==> src/rtl/cv_note_step_sequencer_top_assert.svh <==
// Assertion macros for the note step sequencer.
`ifndef CV_NOTE_STEP_SEQUENCER_TOP_ASSERT_SVH
`define CV_NOTE_STEP_SEQUENCER_TOP_ASSERT_SVH
`ifndef SYNTHESIS
`define CVSS_ASSERT_IMP(lbl, ck, rn, ante, cons) \
  lbl: assert property (@(posedge ck) disable iff (!(rn)) (ante) |-> (cons)) \
    else $error("cvss assertion failed");
`define CVSS_ASSERT_NXT(lbl, ck, rn, ante, cons) \
  lbl: assert property (@(posedge ck) disable iff (!(rn)) (ante) |=> (cons)) \
    else $error("cvss assertion failed");
`else
`define CVSS_ASSERT_IMP(lbl, ck, rn, ante, cons)
`define CVSS_ASSERT_NXT(lbl, ck, rn, ante, cons)
`endif
`endif

==> src/rtl/cvss_pkg.sv <==
// Shared types and constants for the note step sequencer.
`default_nettype none
package cvss_pkg;

  localparam int MAX_STEPS_DEF = 32;

  localparam logic [2:0] CMD_GATE   = 3'd0;
  localparam logic [2:0] CMD_APPEND = 3'd1;
  localparam logic [2:0] CMD_DELETE = 3'd2;
  localparam logic [2:0] CMD_SEMI   = 3'd3;
  localparam logic [2:0] CMD_OCTAVE = 3'd4;

  localparam logic [1:0] CFG_NOTE_FLOOR   = 2'd0;
  localparam logic [1:0] CFG_NOTE_CEILING = 2'd1;
  localparam logic [1:0] CFG_OCT_LOWEST   = 2'd2;
  localparam logic [1:0] CFG_OCT_HIGHEST  = 2'd3;

  localparam logic [6:0]        FLOOR_RST    = 7'd0;
  localparam logic [6:0]        CEILING_RST  = 7'd120;
  localparam logic signed [3:0] OCT_LOW_RST  = -4'sd2;
  localparam logic [2:0]        OCT_HIGH_RST = 3'd2;

  localparam logic signed [8:0] NOTE_OFFSET = 9'sd60;
  localparam logic [12:0]       DAC_MAX     = 13'd4095;
  localparam logic signed [5:0] SEMI_LIMIT  = 6'sd11;
  localparam logic signed [5:0] OCT_SEMIS   = 6'sd12;

  localparam logic [7:0] AMT_SEMI_UP   = 8'h01;
  localparam logic [7:0] AMT_SEMI_DOWN = 8'hFF;
  localparam logic [7:0] AMT_OCT_UP    = 8'h0C;
  localparam logic [7:0] AMT_OCT_DOWN  = 8'hF4;

  typedef struct packed {
    logic [2:0]        cmd;
    logic              gate_level;
    logic signed [7:0] note_value;
    logic              step_up;
  } in_item_t;

  typedef struct packed {
    logic [11:0] dac_code;
    logic [4:0]  step_index;
  } out_item_t;

  typedef struct packed {
    logic accept;
    logic mod_step;
    logic rd_play;
    logic clamp;
    logic emit;
    logic shift_rd;
  } ctl_cmd_t;

  typedef struct packed {
    logic go_mod;
    logic go_shift;
    logic mod_last;
    logic shift_last;
  } dp_stat_t;

endpackage
`default_nettype wire

==> src/rtl/cvss_datapath.sv <==
// Datapath: note memory, sequence state, playhead modulo unit, DAC code path.
`default_nettype none
module cvss_datapath import cvss_pkg::*; #(
  parameter int MAX_STEPS = MAX_STEPS_DEF
) (
  input  wire logic       clk,
  input  wire logic       rst_n,
  input  wire in_item_t   in_data,
  input  wire logic       cfg_we,
  input  wire logic [1:0] cfg_idx,
  input  wire logic [6:0] cfg_wdata,
  input  wire ctl_cmd_t   cmd,
  output dp_stat_t        stat,
  output logic            out_valid,
  output out_item_t       out_data
);

  localparam int AW = $clog2(MAX_STEPS);
  localparam int LW = $clog2(MAX_STEPS + 1);
  localparam int KW = $clog2(LW);

  logic [7:0] mem [MAX_STEPS];
  logic [7:0] rd_data_r;

  logic [LW-1:0] seq_len_r;
  logic [AW-1:0] playhead_r;
  logic          gate_seen_r;
  logic signed [4:0] semis_r;
  logic signed [3:0] octave_r;

  logic [6:0]        floor_r;
  logic [6:0]        ceiling_r;
  logic signed [3:0] oct_low_r;
  logic [2:0]        oct_high_r;

  logic [LW-1:0] rem_r;
  logic [KW-1:0] k_r;
  logic [AW-1:0] walk_idx_r;
  logic [AW-1:0] wb_idx_r;
  logic          wb_pend_r;
  logic [7:0]    amount_r;
  logic [6:0]    note_r;
  logic          out_valid_r;
  out_item_t     out_data_r;

  // transpose decisions
  logic signed [5:0] semi_sum;
  logic signed [5:0] semi_nxt;
  logic signed [4:0] oct_ext;
  logic signed [4:0] oct_semi_nxt;
  logic signed [4:0] oct_step_nxt;
  logic signed [4:0] oct_lo_ext;
  logic signed [4:0] oct_hi_ext;
  logic              semi_ok;
  logic              oct_ok;
  logic              len_nz;
  logic              accept_step;
  logic [7:0]        step_amount;

  always_comb begin
    semi_sum     = 6'(semis_r) + (in_data.step_up ? 6'sd1 : -6'sd1);
    oct_ext      = 5'(octave_r);
    oct_lo_ext   = 5'(oct_low_r);
    oct_hi_ext   = $signed({2'b00, oct_high_r});
    semi_nxt     = semi_sum;
    oct_semi_nxt = oct_ext;
    if (semi_sum < -SEMI_LIMIT) begin
      semi_nxt     = semi_sum + OCT_SEMIS;
      oct_semi_nxt = oct_ext - 5'sd1;
    end else if (semi_sum > SEMI_LIMIT) begin
      semi_nxt     = semi_sum - OCT_SEMIS;
      oct_semi_nxt = oct_ext + 5'sd1;
    end
    oct_step_nxt = in_data.step_up ? oct_ext + 5'sd1 : oct_ext - 5'sd1;
    semi_ok = (oct_semi_nxt >= oct_lo_ext) && (oct_semi_nxt <= oct_hi_ext);
    oct_ok  = (oct_step_nxt >= oct_lo_ext) && (oct_step_nxt <= oct_hi_ext);
    len_nz  = (seq_len_r != '0);
    accept_step = ((in_data.cmd == CMD_SEMI) && semi_ok) ||
                  ((in_data.cmd == CMD_OCTAVE) && oct_ok);
    if (in_data.cmd == CMD_SEMI) begin
      step_amount = in_data.step_up ? AMT_SEMI_UP : AMT_SEMI_DOWN;
    end else begin
      step_amount = in_data.step_up ? AMT_OCT_UP : AMT_OCT_DOWN;
    end
  end

  // playhead modulo: one restoring-remainder bit per cycle
  logic [2*LW-1:0] div_shift;
  logic [2*LW-1:0] rem_ext;
  assign div_shift = (2*LW)'(seq_len_r) << k_r;
  assign rem_ext   = (2*LW)'(rem_r);

  always_comb begin
    stat.go_mod     = (in_data.cmd == CMD_GATE) && in_data.gate_level &&
                      !gate_seen_r && len_nz;
    stat.go_shift   = accept_step && len_nz;
    stat.mod_last   = (k_r == '0);
    stat.shift_last = (LW'(walk_idx_r) == (seq_len_r - LW'(1)));
  end

  // memory ports
  logic          mem_we;
  logic [AW-1:0] mem_waddr;
  logic [7:0]    mem_wdata;
  logic [AW-1:0] mem_raddr;
  logic          mem_re;

  always_comb begin
    mem_we    = 1'b0;
    mem_waddr = wb_idx_r;
    mem_wdata = rd_data_r + amount_r;
    if (wb_pend_r) begin
      mem_we = 1'b1;
    end else if (cmd.accept && (in_data.cmd == CMD_APPEND) &&
                 (seq_len_r < LW'(MAX_STEPS))) begin
      mem_we    = 1'b1;
      mem_waddr = seq_len_r[AW-1:0];
      mem_wdata = in_data.note_value;
    end
    mem_re    = cmd.rd_play || cmd.shift_rd;
    mem_raddr = cmd.rd_play ? rem_r[AW-1:0] : walk_idx_r;
  end

  always_ff @(posedge clk) begin
    if (mem_we) begin
      mem[mem_waddr] <= mem_wdata;
    end
    if (mem_re) begin
      rd_data_r <= mem[mem_raddr];
    end
  end

  // sequence and transpose state
  always_ff @(posedge clk) begin
    if (!rst_n) begin
      seq_len_r   <= '0;
      playhead_r  <= '0;
      gate_seen_r <= 1'b0;
      semis_r     <= '0;
      octave_r    <= '0;
    end else begin
      if (cmd.accept) begin
        unique case (in_data.cmd)
          CMD_GATE: gate_seen_r <= in_data.gate_level;
          CMD_APPEND: begin
            if (seq_len_r < LW'(MAX_STEPS)) seq_len_r <= seq_len_r + LW'(1);
          end
          CMD_DELETE: begin
            if (len_nz) seq_len_r <= seq_len_r - LW'(1);
          end
          CMD_SEMI: begin
            if (semi_ok) begin
              semis_r  <= semi_nxt[4:0];
              octave_r <= oct_semi_nxt[3:0];
            end
          end
          CMD_OCTAVE: begin
            if (oct_ok) octave_r <= oct_step_nxt[3:0];
          end
          default: ;
        endcase
      end
      if (cmd.rd_play) begin
        playhead_r <= rem_r[AW-1:0];
      end
    end
  end

  // configuration registers
  always_ff @(posedge clk) begin
    if (!rst_n) begin
      floor_r    <= FLOOR_RST;
      ceiling_r  <= CEILING_RST;
      oct_low_r  <= OCT_LOW_RST;
      oct_high_r <= OCT_HIGH_RST;
    end else if (cfg_we) begin
      unique case (cfg_idx)
        CFG_NOTE_FLOOR:   floor_r    <= cfg_wdata;
        CFG_NOTE_CEILING: ceiling_r  <= cfg_wdata;
        CFG_OCT_LOWEST:   oct_low_r  <= cfg_wdata[3:0];
        CFG_OCT_HIGHEST:  oct_high_r <= cfg_wdata[2:0];
        default: ;
      endcase
    end
  end

  // walk and modulo working registers
  always_ff @(posedge clk) begin
    if (!rst_n) begin
      wb_pend_r <= 1'b0;
    end else begin
      wb_pend_r <= cmd.shift_rd;
    end
  end

  always_ff @(posedge clk) begin
    if (cmd.accept) begin
      rem_r      <= LW'(playhead_r) + LW'(1);
      k_r        <= KW'(LW - 1);
      walk_idx_r <= '0;
      amount_r   <= step_amount;
    end else begin
      if (cmd.mod_step) begin
        if (rem_ext >= div_shift) rem_r <= rem_r - div_shift[LW-1:0];
        k_r <= k_r - KW'(1);
      end
      if (cmd.shift_rd) begin
        walk_idx_r <= walk_idx_r + AW'(1);
      end
    end
    if (cmd.shift_rd) begin
      wb_idx_r <= walk_idx_r;
    end
  end

  // note clamp, then DAC scaling
  logic signed [8:0] note_num;
  logic signed [8:0] note_clamped;
  logic [12:0]       code_full;
  logic [AW+4:0]     ph_ext;

  always_comb begin
    note_num     = 9'(signed'(rd_data_r)) + NOTE_OFFSET;
    note_clamped = note_num;
    if (note_clamped < $signed({2'b00, floor_r})) note_clamped = $signed({2'b00, floor_r});
    if (note_clamped > $signed({2'b00, ceiling_r})) note_clamped = $signed({2'b00, ceiling_r});
    code_full = (13'(note_r) << 5) + (13'(note_r) << 1);
    ph_ext    = (AW+5)'(playhead_r);
  end

  always_ff @(posedge clk) begin
    if (cmd.clamp) begin
      note_r <= note_clamped[6:0];
    end
    if (cmd.emit) begin
      out_data_r.dac_code   <= (code_full > DAC_MAX) ? DAC_MAX[11:0] : code_full[11:0];
      out_data_r.step_index <= ph_ext[4:0];
    end
  end

  always_ff @(posedge clk) begin
    if (!rst_n) begin
      out_valid_r <= 1'b0;
    end else begin
      out_valid_r <= cmd.emit;
    end
  end

  assign out_valid = out_valid_r;
  assign out_data  = out_data_r;

endmodule
`default_nettype wire

==> src/rtl/cvss_ctrl.sv <==
// Controller state machine: command dispatch, modulo, read, emit and walk sequencing.
`default_nettype none
`include "cv_note_step_sequencer_top_assert.svh"
module cvss_ctrl import cvss_pkg::*; (
  input  wire logic     clk,
  input  wire logic     rst_n,
  input  wire logic     start,
  input  wire dp_stat_t stat,
  output ctl_cmd_t      cmd,
  output logic          busy
);

  localparam logic [2:0] ST_IDLE  = 3'd0;
  localparam logic [2:0] ST_MOD   = 3'd1;
  localparam logic [2:0] ST_READ  = 3'd2;
  localparam logic [2:0] ST_CLAMP = 3'd3;
  localparam logic [2:0] ST_EMIT  = 3'd4;
  localparam logic [2:0] ST_SHIFT = 3'd5;
  localparam logic [2:0] ST_TAIL  = 3'd6;

  logic [2:0] state_r;
  logic [2:0] state_nxt;

  always_comb begin
    state_nxt = state_r;
    cmd       = '0;
    unique case (state_r)
      ST_IDLE: begin
        if (start) begin
          cmd.accept = 1'b1;
          if (stat.go_mod) begin
            state_nxt = ST_MOD;
          end else if (stat.go_shift) begin
            state_nxt = ST_SHIFT;
          end
        end
      end
      ST_MOD: begin
        cmd.mod_step = 1'b1;
        if (stat.mod_last) state_nxt = ST_READ;
      end
      ST_READ: begin
        cmd.rd_play = 1'b1;
        state_nxt   = ST_CLAMP;
      end
      ST_CLAMP: begin
        cmd.clamp = 1'b1;
        state_nxt = ST_EMIT;
      end
      ST_EMIT: begin
        cmd.emit  = 1'b1;
        state_nxt = ST_IDLE;
      end
      ST_SHIFT: begin
        cmd.shift_rd = 1'b1;
        if (stat.shift_last) state_nxt = ST_TAIL;
      end
      // last write-back of the walk drains here
      ST_TAIL: state_nxt = ST_IDLE;
      default: state_nxt = ST_IDLE;
    endcase
  end

  always_ff @(posedge clk) begin
    if (!rst_n) begin
      state_r <= ST_IDLE;
    end else begin
      state_r <= state_nxt;
    end
  end

  assign busy = (state_r != ST_IDLE);

  `CVSS_ASSERT_NXT(a_emit_returns_idle, clk, rst_n, state_r == ST_EMIT, state_r == ST_IDLE)
  `CVSS_ASSERT_NXT(a_shift_request, clk, rst_n, start && !busy && stat.go_shift && !stat.go_mod, state_r == ST_SHIFT)
  `CVSS_ASSERT_NXT(a_mod_to_read, clk, rst_n, state_r == ST_MOD && stat.mod_last, state_r == ST_READ)
  `CVSS_ASSERT_IMP(a_one_action, clk, rst_n, 1'b1, $onehot0(cmd))

endmodule
`default_nettype wire

==> src/rtl/cv_note_step_sequencer_top.sv <==
// Gate request with a rising edge and a non-empty store: busy through MOD, READ, CLAMP and
// EMIT, then out_valid strobes for one cycle; MOD walks the LW = clog2(MAX_STEPS+1) bits.
// Accepted transpose step with a non-empty store: busy through SHIFT and TAIL, one note per cycle.
// Other requests, refused steps included, finish in the accepting cycle; busy stays low.
// Synchronous active-low reset clears control and sequence state and loads config defaults;
// the note memory is not cleared. The result strobe cannot be stalled.
`default_nettype none
module cv_note_step_sequencer_top import cvss_pkg::*; #(
  parameter int MAX_STEPS = MAX_STEPS_DEF
) (
  input  wire logic       clk,
  input  wire logic       rst_n,
  input  wire logic       start,
  output logic            busy,
  input  wire in_item_t   in_data,
  output logic            out_valid,
  output out_item_t       out_data,
  input  wire logic       cfg_we,
  input  wire logic [1:0] cfg_idx,
  input  wire logic [6:0] cfg_wdata
);

  ctl_cmd_t ctl_cmd;
  dp_stat_t dp_stat;

  cvss_ctrl u_ctrl (
    .clk   (clk),
    .rst_n (rst_n),
    .start (start),
    .stat  (dp_stat),
    .cmd   (ctl_cmd),
    .busy  (busy)
  );

  cvss_datapath #(
    .MAX_STEPS (MAX_STEPS)
  ) u_dp (
    .clk       (clk),
    .rst_n     (rst_n),
    .in_data   (in_data),
    .cfg_we    (cfg_we),
    .cfg_idx   (cfg_idx),
    .cfg_wdata (cfg_wdata),
    .cmd       (ctl_cmd),
    .stat      (dp_stat),
    .out_valid (out_valid),
    .out_data  (out_data)
  );

endmodule
`default_nettype wire
==> config.mk <==
export PLATFORM = sky130hd
export DESIGN_NAME = cv_note_step_sequencer_top
export DESIGN_NICKNAME = d
export VERILOG_FILES = /design/src/rtl/cvss_pkg.sv /design/src/rtl/cvss_datapath.sv /design/src/rtl/cvss_ctrl.sv /design/src/rtl/cv_note_step_sequencer_top.sv
export VERILOG_INCLUDE_DIRS = /design/src /design/src/rtl
export SDC_FILE = /design/constraint.sdc
export NUM_CORES = 1
export LEC_CHECK = 0
export BUFFER_PORTS_ARGS = -buffer_cell sky130_fd_sc_hd__buf_2
export CORE_UTILIZATION = 30
export CTS_CLUSTER_DIAMETER = 50
export DETAILED_ROUTE_END_ITERATION = 6
export PLACE_DENSITY = 0.43
export SETUP_SLACK_MARGIN = 0.4
export SYNTH_ARGS = -nofsm -noshare
export SYNTH_HDL_FRONTEND = slang
export SYNTH_SLANG_ARGS = --single-unit
==> constraint.sdc <==
create_clock -name clk -period 7.5 [get_ports clk]
set_clock_uncertainty 0.2 [all_clocks]
set_input_delay 1.875 -clock clk [delete_from_list [all_inputs] [get_ports clk]]
set_output_delay 1.875 -clock clk [all_outputs]
set_load 0.1 [all_outputs]
* Word-level counts from Yosys, hierarchy flattened *
Memories as Yosys holds them, arrays and structs flattened. A register that Yosys moved wholly into a read port is not among the register bits.
Cells that the tools add are included.

word-level totals
  output and inout port bits = 19
  input port bits = 26
  logic and storage cells = 143
  bits in writable memories = 256
  memories = 1
  flip-flop bits (word level) = 98

memories
  memory    depth  width  read ports  clocked after Yosys merged registers in  write ports  RTL line             text
  u_dp.mem  32     8      1           1                                        1            cvss_datapath.sv:22  logic [7:0] mem [MAX_STEPS];

operators by class
  shifts and indexed selects = 1
  eq/ne operators = 21
  reduce and logical (&&, ||, !) cells = 33
  multiplexer cells = 42
  add/subtract/negate cells = 14
  magnitude comparators = 11

operators by type and width
  kind                                                                     number
  5-bit two-way mux                                                        8
  8-bit two-way mux                                                        5
  6-bit two-way mux                                                        6
  3-bit two-way mux                                                        5
  3-bit one-hot mux with 5 select lines                                    1
  12-bit by 8-bit adder with 13-bit output                                 1
  13-bit by 12-bit > comparator with 1-bit output (second input constant)  1
  3-bit by 2-bit equality test with 1-bit output (second input constant)   4
  6-bit by 12-bit greater-or-equal comparator with 1-bit output            1
  6-bit one-hot mux with 2 select lines                                    1
  2-bit AND reduction                                                      6
  4-bit AND reduction                                                      3
  6-bit by 3-bit << shifter with 12-bit output                             1
  1-bit two-way mux                                                        11
  5-bit by 4-bit greater-or-equal comparator with 1-bit output             2
  5-bit by 4-bit less-or-equal comparator with 1-bit output                2
  1-bit logical AND                                                        10
  8-bit by 7-bit adder with 9-bit output (second input constant)           1
  3-bit equality test (second input constant)                              3
  9-bit by 8-bit > comparator with 1-bit output                            1
  3-bit zero test                                                          3
  9-bit by 8-bit < comparator with 1-bit output                            1
  9-bit two-way mux                                                        1
  8-bit adder                                                              1
  31 further kinds                                                         43

* Depth between registers and ports, before layout *
  depth after elaboration = 14
  mapped depth = 23
  gate-level depth less buffers = 22

* Modules after synthesis *
From an unflattened synthesis, not the netlist that was laid out.

unflattened totals
  cells, all modules = 1287
  area total of the unflattened synthesis = 17157.7 um2

by module, submodules not included
  module         seq. area each (um2)  cells each  area an instance (um2)  times used
  cvss_datapath  10169.8               1264        16948.8                 1
  cvss_ctrl      60.1                  23          209.0                   1

* Worst setup path before layout *
No wires, ideal clock.

  path kind = input to register
  start = input port in_data[0] (netlist bit)
  end = register u_dp.octave_r[3]
  path slack = 0.626 ns
  setup time = 0.072 ns
  buffers on the path = 1
  arrival = 6.603 ns
  data required time = 7.228 ns
  stages on the path = 23
  cell sequence = clkbuf_1 inv_1 ha_1 a211oi_2 nor2_1 xnor2_1 inv_1 ha_1 a21boi_0 o311ai_1 and2_1 mux2_2 nand2_1 inv_1 ha_1 nor2b_1 o21a_1 o21ai_0 a21oi_1 a31o_2 a211oi_4 or2_4 mux2i_1

on the way
  cells in the longest elaborated chain, start to end = 9
  elaborated cells between the ends (all ways) = 19
  classes of those cells = add/sub (1); order compare (6); eq/ne (2); mux (7); reduce/logical (3)

ends and longest elaborated chain
  element                                                                                                                                    RTL line                          text
  from (decl)                                                                                                                                cv_note_step_sequencer_top.sv:15  input wire in_item_t in_data,
  6-bit two-way mux                                                                                                                          cvss_datapath.sv:61               semi_sum = 6'(semis_r) + (in_data.step_up ? 6'sd1 : -6'sd1);
  5-bit by 6-bit adder with 6-bit output                                                                                                     cvss_datapath.sv:61
  6-bit by 5-bit > comparator with 1-bit output                                                                                              cvss_datapath.sv:70               end else if (semi_sum > SEMI_LIMIT) begin
  5-bit two-way mux                                                                                                                          cvss_datapath.sv:70
  5-bit two-way mux                                                                                                                          cvss_datapath.sv:67               if (semi_sum < -SEMI_LIMIT) begin
  5-bit by 4-bit greater-or-equal comparator with 1-bit output or 5-bit by 4-bit less-or-equal comparator with 1-bit output (tied branches)  cvss_datapath.sv:75               semi_ok = (oct_semi_nxt >= oct_lo_ext) && (oct_semi_nxt <= oct_hi_ext);
  1-bit logical AND                                                                                                                          cvss_datapath.sv:75
  2-bit by 1-bit inequality test with 1-bit output (no source line)                                                                          -
  4-bit AND reduction (no source line)                                                                                                       -
  to (signal assigned)                                                                                                                       cvss_datapath.sv:154              octave_r <= oct_semi_nxt[3:0];
  to (signal assigned)                                                                                                                       cvss_datapath.sv:158              if (oct_ok) octave_r <= oct_step_nxt[3:0];
  to (decl)                                                                                                                                  cvss_datapath.sv:29               logic signed [3:0] octave_r;

Several ways; a longest one is shown, not always the timed one. The select of a mux whose other input is x is not followed.
A chain may end at the register's enable or synchronous reset.

* Worst setup path after layout *
  start = input port in_data[0] (netlist bit)
  end = register u_dp.semis_r[2]

on the way
  cells in the longest elaborated chain, start to end = 8
  elaborated cells between the ends (all ways) = 14
  classes of those cells = add/sub (3); order compare (4); mux (5); reduce/logical (2)

ends and longest elaborated chain
  element                                                                                                                                    RTL line              text
  6-bit two-way mux *                                                                                                                        cvss_datapath.sv:61
  5-bit by 6-bit adder with 6-bit output *                                                                                                   cvss_datapath.sv:61
  6-bit by 5-bit > comparator with 1-bit output                                                                                              cvss_datapath.sv:70
  5-bit two-way mux                                                                                                                          cvss_datapath.sv:70
  5-bit two-way mux                                                                                                                          cvss_datapath.sv:67
  5-bit by 4-bit greater-or-equal comparator with 1-bit output or 5-bit by 4-bit less-or-equal comparator with 1-bit output (tied branches)  cvss_datapath.sv:75
  1-bit logical AND                                                                                                                          cvss_datapath.sv:75
  3-bit AND reduction (no source line)                                                                                                       -
  to (signal assigned)                                                                                                                       cvss_datapath.sv:153  semis_r <= semi_nxt[4:0];
  to (decl)                                                                                                                                  cvss_datapath.sv:28   logic signed [4:0] semis_r;

Every way passes the cells marked *; elsewhere a longest branch is shown, timed or not.

==> run metrics <==
status completed; H-tree level count 2; Sink Count 359; Syn Std Cell Area 17400 um^2; starting density of the core 30.62%; hold_ws 287.0 ps; Die H 242.8 um; most instantiated cells after synthesis edfxtp_1 (304), nand2_1 (196), nor2_1 (111), a211oi_1 (97), a21oi_1 (85); I/O Buffers 44; max cap viols 0; Die ar. 58960 um^2; core outline area 56820 um^2; synthesis-stage register bit count 359; final count of hold timing violations 0; most frequent cell after synthesis edfxtp_1; vias in the first global route 11.14k; Unique masters post-synth 78; DRC Markers 0; Setup CP Type in2reg; CP endpoint kind register; iteration-0 DRC count of the detailed router 791; P&R area growth vs syn 14.54%; CTS buffer count 46; Hold-fix buffers, CTS 0; measured slew at the worst slew-check pin 1163 ps; DR vias 11.52k; pin count of the biggest net entering global routing 81; P_leak 7.039 nW; Gate Count Post-Synth 1511; post-route setup TNS 0 ps; placer congestion estimate 0.8459; Util after Layout 35.07%; Max FO, Critical Path 10; initial antenna violation count 0; dominant cell type by area after synthesis edfxtp_1; clock root buffer clkbuf_16; Global Route Usage Sum 15.13%; 1st-pass router iterations 5; area share of the largest cell type after synthesis 52.47%; CTS Buffer Depth 3; diodes inserted 0; clock transition at the registers of the reported paths 50 ps; worst hold path class reg2reg; Final min period 6660 ps; final worst slack 840.0 ps; grt total ovfl 0; Final setup viols 0; CP Launch Type input pin; Final Power 4.802 mW; sequential area share after synthesis 58.80%; EDFF count, synth 304; maximum vdd drop 0.1725 mV; vias per cell 4.947; post-route ant nets 0; flop-to-flop setup slack 2140 ps; pre-CTS setup slack 96.50 ps; CTS tree done; first-pass GRT wire length 68860 um; ratio of cells with drive above 1 in the final layout 10.74%; Critical Path RT 7750 ps; Die Wd 242.8 um; post-DP HPWL 28400 um; syn nets 1609; predominant post-synthesis flop cell edfxtp_1; boundary pin count 45; Max Clk Rate 150.2 MHz; Mean Syn Cell Area 11.51 um^2; drt total wl 44760 um; synth top area cells edfxtp_1 (52%), dfxtp_1 (6.3%), ha_1 (4.9%); max_slew headroom 22.29%; standard-cell rows 87; Slew Viols, Final 0; warnings from Yosys 0; nets@finish 1635; Arrival @ worst endpoint 6910 ps; RSZ-0062 raised after global routing false; crit share post-route 88.80%; power density over the cells 241.0 nW/um^2; latest clock arrival within the worst-skew pair 600 ps; Avg WL per Cell 19.22 um; ys async rst share 0%
[power by group]
part | switching (mW) | internal [mW] | total, mW
Clock | 0.888 | 1.29 | 2.18
Combinational | 0.256 | 0.136 | 0.392
Sequential | 0.0178 | 2.22 | 2.23
[per-stage QoR]
stage	cells	area, um^2
2_1_floorplan	1511	17400
4_1_cts	2328	19900
3_3_place_gp	2244	18410
6_report	2329	19930
5_1_grt	2329	19930
3_5_place_dp	2244	18410
[flip-flops by register name, summed over array words and instances, names as in the netlist]
| signal | count |
|---|---|
| u_dp.octave_r | 4 |
| u_dp.k_r | 3 |
| u_dp.floor_r | 7 |
| u_dp.seq_len_r | 6 |
| u_dp.gate_seen_r | 1 |
| u_dp.wb_idx_r | 5 |
| u_dp.rd_data_r | 8 |
| u_dp.amount_r | 5 |
| u_dp.oct_high_r | 3 |
| u_dp.ceiling_r | 7 |
| u_dp.note_r | 7 |
| u_dp.out_data | 17 |
| u_dp.playhead_r | 5 |
| u_dp.oct_low_r | 4 |
| u_dp.wb_pend_r | 1 |
| u_dp.out_valid | 1 |
| u_dp.rem_r | 6 |
| u_ctrl.state_r | 3 |
| u_dp.walk_idx_r | 5 |
| u_dp.mem | 256 |
| u_dp.semis_r | 5 |
[path summary, 6_finish.rpt]
kind / from / end / cells past startpoint
max reg2reg: u_dp.semis_r[1] / u_dp.semis_r[2] / 22
min: u_dp.oct_high_r[1] / u_dp.oct_high_r[1] / 2
max: in_data[0] / u_dp.semis_r[2] / 24
min reg2reg: u_dp.oct_high_r[1] / u_dp.oct_high_r[1] / 2
[kinds of logic after synthesis]
| kind of cell | count (synthesis) | synth area share (%) |
|---|---|---|
| AOI/OAI and AO/OA | 370 | 14.62 |
| xor gates and xnor gates | 44 | 2.215 |
| adders and majority gates | 72 | 5.351 |
| buffers and inverters | 147 | 3.625 |
| DFF | 359 | 58.80 |
| muxes | 40 | 2.503 |
| and+or+nand+nor | 479 | 12.88 |
[worst max-delay path, cell delays in order]
cell and delay (ps):
buf_2 220, inv_1 90, ha_1 360, a211oi_2 370, nor2_1 150, xnor2_1 250, inv_1 140, ha_1 230
a21boi_0 160, o311ai_2 310, and2_1 230, mux2_2 340, nand2_1 90, inv_1 60, ha_1 280, nor2b_1 130
o21a_1 160, o21ai_0 340, a21oi_1 130, a31o_2 290, a211oi_4 280, buf_12 170, mux2i_1 200, nor2_1 60
[cell usage in the layout, fill, tap and decap left out, types with 14 or more instances in the layout]
master / instances
a211oi_1: 97
a311oi_1: 33
edfxtp_1: 304
nand2_1: 196
nand2b_1: 23
a21o_1: 20
buf_4: 17
clkbuf_16: 46
buf_2: 44
and2_1: 20
a21oi_1: 79
inv_1: 61
ha_1: 68
o21ai_0: 40
xnor2_1: 25
and2_0: 48
mux2i_1: 24
a31oi_1: 39
nor2_1: 111
dfxtp_1: 55
xor2_1: 19
mux2_2: 14
[repair_timing]
| item | 4_1_cts | 5_1_grt |
|---|---|---|
| setup endpoints to repair | 0 | 10 |
| gates resized for setup | 0 | 1 |
| endpoints found under the hold margin | 0 | 0 |
| setup buffers | 0 | 1 |
[metal layers]
metal	wire [um]	part of all wire (%)	track usage, %
met5	0	0	0
met3	1641	3.7	2.068
met4	1126	2.5	4.809
met1	22070	49	21.78
met2	19920	45	23.39
[layout make-up]
class,count,area (um^2)
fill,5680,36900
clock buffer,58,1206
inverter,63,236.5
clock inverter,26,285.3
multi-input combinational,1005,6654
timing repair buffer,62,367.9
sequential,359,10230
tap,756,945.9
Note: power is estimated with default switching activity, not from simulation.
